<file path="src/hdl/bbpt_pkg.sv">
// ----------------------------------------------------------------------------
// Bang-bang position tracker package
// Shared widths, register indexes, reset values and the types that travel
// along the square-root cell chain.
// ----------------------------------------------------------------------------
`default_nettype none

package bbpt_pkg;

  localparam int DATA_W    = 32;  // Q16.16 position and velocity
  localparam int CFG_W     = 24;  // unsigned limit registers
  localparam int ACC_W     = 25;  // signed acceleration command
  localparam int RAD_W     = 56;  // radicand 2*|e|*max_accel
  localparam int ROOT_W    = RAD_W / 2;
  localparam int REM_W     = ROOT_W + 2;
  localparam int CFG_IDX_W = 2;
  localparam int DBAND_W   = 17;  // floor(max_accel / 200)
  localparam int VBAND_W   = 20;  // floor(max_accel / 20)

  // Register indexes on the configuration channel.
  localparam logic [CFG_IDX_W-1:0] REG_MAX_SPEED = 2'd0;
  localparam logic [CFG_IDX_W-1:0] REG_MAX_ACCEL = 2'd1;

  localparam logic [CFG_W-1:0] MAX_SPEED_RST = 24'd65536;
  localparam logic [CFG_W-1:0] MAX_ACCEL_RST = 24'd65536;

  // Reciprocals for the band dividers, scaled by 2^RECIP_SHIFT and rounded
  // down. The quotient they give is low by at most one.
  localparam int              RECIP_SHIFT = 24;
  localparam logic [19:0]     RECIP_25    = 20'd671088;
  localparam logic [21:0]     RECIP_5     = 22'd3355443;

  // Working value of one square-root step.
  typedef struct packed {
    logic [RAD_W-1:0]  rad;   // radicand bits not yet consumed, top first
    logic [REM_W-1:0]  rem;   // partial remainder
    logic [ROOT_W-1:0] root;  // root bits found so far
  } sqrt_work_t;

  // Item data that rides alongside the square root.
  typedef struct packed {
    logic signed [DATA_W-1:0] err;  // saturated position error
    logic signed [DATA_W-1:0] vel;  // measured velocity
  } sqrt_tag_t;

endpackage

`default_nettype wire

</file>
<file path="src/hdl/bbpt_sqrt_cell.sv">
// ----------------------------------------------------------------------------
// Square-root cell
// One restoring step of the integer square root: takes the next two
// radicand bits, decides one root bit and passes the result on.
// ----------------------------------------------------------------------------
`default_nettype none

module bbpt_sqrt_cell (
  input  wire                    clk,
  input  wire                    rst,
  input  wire                    ce,
  input  wire                    in_valid,
  input  bbpt_pkg::sqrt_work_t   in_work,
  input  bbpt_pkg::sqrt_tag_t    in_tag,
  output logic                   out_valid,
  output bbpt_pkg::sqrt_work_t   out_work,
  output bbpt_pkg::sqrt_tag_t    out_tag
);

  logic [bbpt_pkg::REM_W-1:0] rem_sh;
  logic [bbpt_pkg::REM_W-1:0] trial;
  logic                       take;
  bbpt_pkg::sqrt_work_t       work_next;

  // The remainder never exceeds twice the root, so the top bits dropped by
  // the shift are always zero.
  always_comb begin
    rem_sh = {in_work.rem[bbpt_pkg::REM_W-3:0],
              in_work.rad[bbpt_pkg::RAD_W-1 -: 2]};
    trial  = {in_work.root, 2'b01};
    take   = (rem_sh >= trial);
    work_next.rad  = {in_work.rad[bbpt_pkg::RAD_W-3:0], 2'b00};
    work_next.rem  = take ? (rem_sh - trial) : rem_sh;
    work_next.root = {in_work.root[bbpt_pkg::ROOT_W-2:0], take};
  end

  always_ff @(posedge clk) begin
    if (rst) begin
      out_valid <= 1'b0;
    end else if (ce) begin
      out_valid <= in_valid;
    end
  end

  always_ff @(posedge clk) begin
    if (ce) begin
      out_work <= work_next;
      out_tag  <= in_tag;
    end
  end

endmodule

`default_nettype wire

</file>
<file path="config.mk">
export PLATFORM = sky130hd
export DESIGN_NAME = bbpt_sqrt_cell
export DESIGN_NICKNAME = d
export VERILOG_FILES = /design/src/hdl/bbpt_pkg.sv /design/src/hdl/bbpt_sqrt_cell.sv
export SDC_FILE = /design/constraint.sdc
export NUM_CORES = 1
export LEC_CHECK = 0
export BUFFER_PORTS_ARGS = -buffer_cell sky130_fd_sc_hd__clkbuf_2
export CORE_AREA = 2 2 140 142
export DETAILED_ROUTE_END_ITERATION = 10
export DIE_AREA = 0 0 142 144
export PLACE_DENSITY = 0.67
export SLEW_MARGIN = 20
export SYNTH_ARGS = -nofsm -noshare
export SYNTH_HDL_FRONTEND = slang
export SYNTH_SLANG_ARGS = --single-unit
</file>
<file path="constraint.sdc">
create_clock -name clk -period 3.85 [get_ports clk]
set_clock_uncertainty 0.15 [all_clocks]
set_input_delay 0.5775 -clock clk [delete_from_list [all_inputs] [get_ports clk]]
set_output_delay 0.5775 -clock clk [all_outputs]
set_load 0.01 [all_outputs]
</file>
==> impl_metrics.csv <==
group,metric,value,unit
cells_and_area,final_cell_count_no_fill,1086,
yosys,synth_enable_flop_cells,176,
cells_and_area,finalInstanceArea,10150,um^2
clocking,postCtsResizedCells,0,
yosys,synth-seq-cells,177,
timing,slew_viol_final,0,
global_routing,grt_max_degree,89,
routing,ant_nets,0,
global_routing,grt_overflow_total,0,
routing,wire_per_inst,18.91,um
clocking,cts.clk_slew.worst_paths,0.07,ns
clocking,h-tree-depth,4,
critical_path,worstSetupEndpointType,"register",
critical_path,arrival,3.28,ns
pwr,p_per_area,482.3,nW/um^2
clocking,hold_buffers,0,
yosys,ys_types,49,
global_routing,grtUsageTotal,19.52,%
placement,place_hpwl,16360,um
timing,fmax,0.3069,GHz
yosys,async_flop_share,0,%
die,core-area,19080,um^2
placement,placed_area,9560,um^2
routing,vias,5217,
placement,io_buffers,356,
critical_path,cp.required,3.88,ns
cells_and_area,post-route-util,53.22,%
routing,drtPass1Iterations,7,
pwr,p_int,3.584,mW
clocking,postCtsSetupRepairBufs,0,
timing,slew_headroom,43.74,%
timing,postLayoutSetupSlackWorst,0.5916,ns
die,io_pins,361,
pwr,p_seq_share,48.3,%
routing,drt_iter0_drc,339,
critical_path,worstPathMaxFanout,6,
cells_and_area,syn_to_final_growth,36.62,%
timing,finalHoldViolCount,0,
pwr,clkPwrFrac,34.6,%
die,dieWidth,142,um
timing,tightest_slew,0.8439,ns
timing,grt_setup_unrepaired,"false",
pwr,peakVddDrop,0.0003120,V
cells_and_area,nFillCells,1645,
clocking,cts_sinks,177,
yosys,synth_top_flop_cell,"edfxtp_1",
cells_and_area,fin_nets,1047,
clocking,clk_latency,0.42,ns
global_routing,grt_pass1_wl,29360,um
pwr,netSwitchingFraction,26.81,%
placement,gp_congestion,0.8306,
clocking,cts-root-buf,"clkbuf_16",
min_path,min-delay-path-class,"input pin to register",
die,die_h,144,um
clocking,cts-buffers-inserted,17,
die,rows,51,
placement,dp.cells,1054,
yosys,syn-cell-area,7432,um^2
pwr,comb_power_share,17.1,%
yosys,yosysWarnings,0,
yosys,syn_avg_cell_area,16.12,um^2
global_routing,antenna_found_initial,3,
pwr,p_sw,1.313,mW
status,outcome,"finished clean",
critical_path,timing_worst_setup_path_type,"input pin to register",
routing,drc,0,
cells_and_area,drive_gt1_share,50.77,%
die,dieArea,20450,um^2
critical_path,startpoint_type,"input pin",
pwr,totalPowerFinal,4.897,mW
placement,dp_slack,0.1611,ns
timing,fin_crit,3.258,ns
yosys,ys_seq_area_share,71.38,%
clocking,cts_tree,"done",
die,initial_core_util,38.95,%
yosys,netlist_instances,461,
timing,hold_ws,0.1662,ns
timing,setup_tns,0,ns
global_routing,grt_pass1_vias,5113,
pwr,leakagePower,4.607,nW
clocking,cts_buffer_depth,2,
timing,setup_viol,0,
routing,wl,20540,um
timing,fin_crit_sh,84.63,%
run,max_cap_violations,0,
routing,routed_via_density,4.804,
worst paths after layout:
path,from,endpoint,slack (ns),cells past startpoint
setup reg to reg,out_valid,out_valid,3.11,2
setup / recovery,in_work[1],out_work[51],0.59,11
hold / removal,rst,out_valid,0.17,2
hold reg to reg,out_valid,out_valid,0.36,2
cells in the mapped netlist, types with 2 or more instances:
cell	n	area share [%]
a21oi_1	28	1.9
and2_1	2	0.17
nand3_1	9	0.61
buf_4	2	0.20
mux2i_1	3	0.40
o21bai_1	2	0.20
o21a_1	3	0.30
nor3_1	8	0.54
nand2_1	11	0.56
xor2_1	7	0.82
nand4_1	9	0.76
edfxtp_1	176	71
nand2b_1	3	0.25
buf_6	3	0.45
a211oi_1	4	0.40
o211ai_1	3	0.30
o21ai_0	11	0.74
nor2b_1	5	0.42
o21ai_1	3	0.20
a31oi_1	2	0.17
inv_1	35	1.8
ha_1	30	5.1
mux2_4	27	5.5
clkbuf_1	7	0.35
a21o_1	9	0.91
nor2_1	17	0.86
and3_1	3	0.25
xnor2_1	18	2.1
cell type report:
class,instances,area (um^2),share of cell area [%]
well taps,238,297.8,2.933
flip-flops and latches,177,5305,52.25
multi-input cells,238,1926,18.96
clock inverters,14,165.2,1.627
diodes,1,2.502,0.02465
repair buffers,366,1901,18.72
clock buffers,17,425.4,4.190
inverters,35,131.4,1.294
placed cells by master, fill, tap and decap left out, types with 7 or more instances in the layout:
cell / count
clkbuf_2: 355
edfxtp_1: 176
inv_1: 35
ha_1: 30
a21oi_1: 28
mux2_4: 27
xnor2_1: 18
nor2_1: 17
clkbuf_16: 17
o21ai_0: 11
nand2_1: 11
a21o_1: 9
nand4_1: 9
nand3_1: 9
nor3_1: 8
xor2_1: 7
buf_4: 7
registers in the layout, summed over array words and instances, names as in the netlist:
name	cells
out_valid	1
out_work	112
out_tag	64
power by group through the flow:
stage / combinational [mW] / clock (mW) / sequential, mW
after detailed placement: 0.844 / 0 / 2.41
after floorplan: 0.344 / 0 / 2.50
after CTS: 0.847 / 1.75 / 2.37
final: 0.837 / 1.69 / 2.37
after global routing: 0.910 / 1.82 / 2.38
after global placement: 0.835 / 0 / 2.40
routing by layer:
layer  up-vias  part of all wire, %  track usage [%]
met5         -                0.063                0
met4         2                  3.5            8.211
met3        38                  9.2            8.013
met2       229                   50            32.95
met1      2444                   37            21.95
li1       2504                    -                -
critical path: stages:
cell      delay (ns)
clkbuf_2        0.09
inv_1           0.04
ha_1            0.37
a21oi_1         0.25
a211oi_1        0.15
o311ai_0        0.48
a21oi_1         0.19
o21ai_1         0.48
o21ai_0         0.21
xor2_1          0.18
mux2_4          0.27
cell families (layout without fill, tap and decap cells):
family | count (synthesis) | after routing | synth area share [%]
mux | 31 | 31 | 6.010
simple gates | 74 | 74 | 5.101
compound gates | 76 | 76 | 6.683
buf+inv | 47 | 432 | 2.778
other cells | 1 | 3 | 0.05046
xor+xnor | 25 | 25 | 2.946
flops | 177 | 177 | 71.38
fa+ha+maj | 30 | 30 | 5.051
No activity file was read; power rests on OpenSTA's default activity.
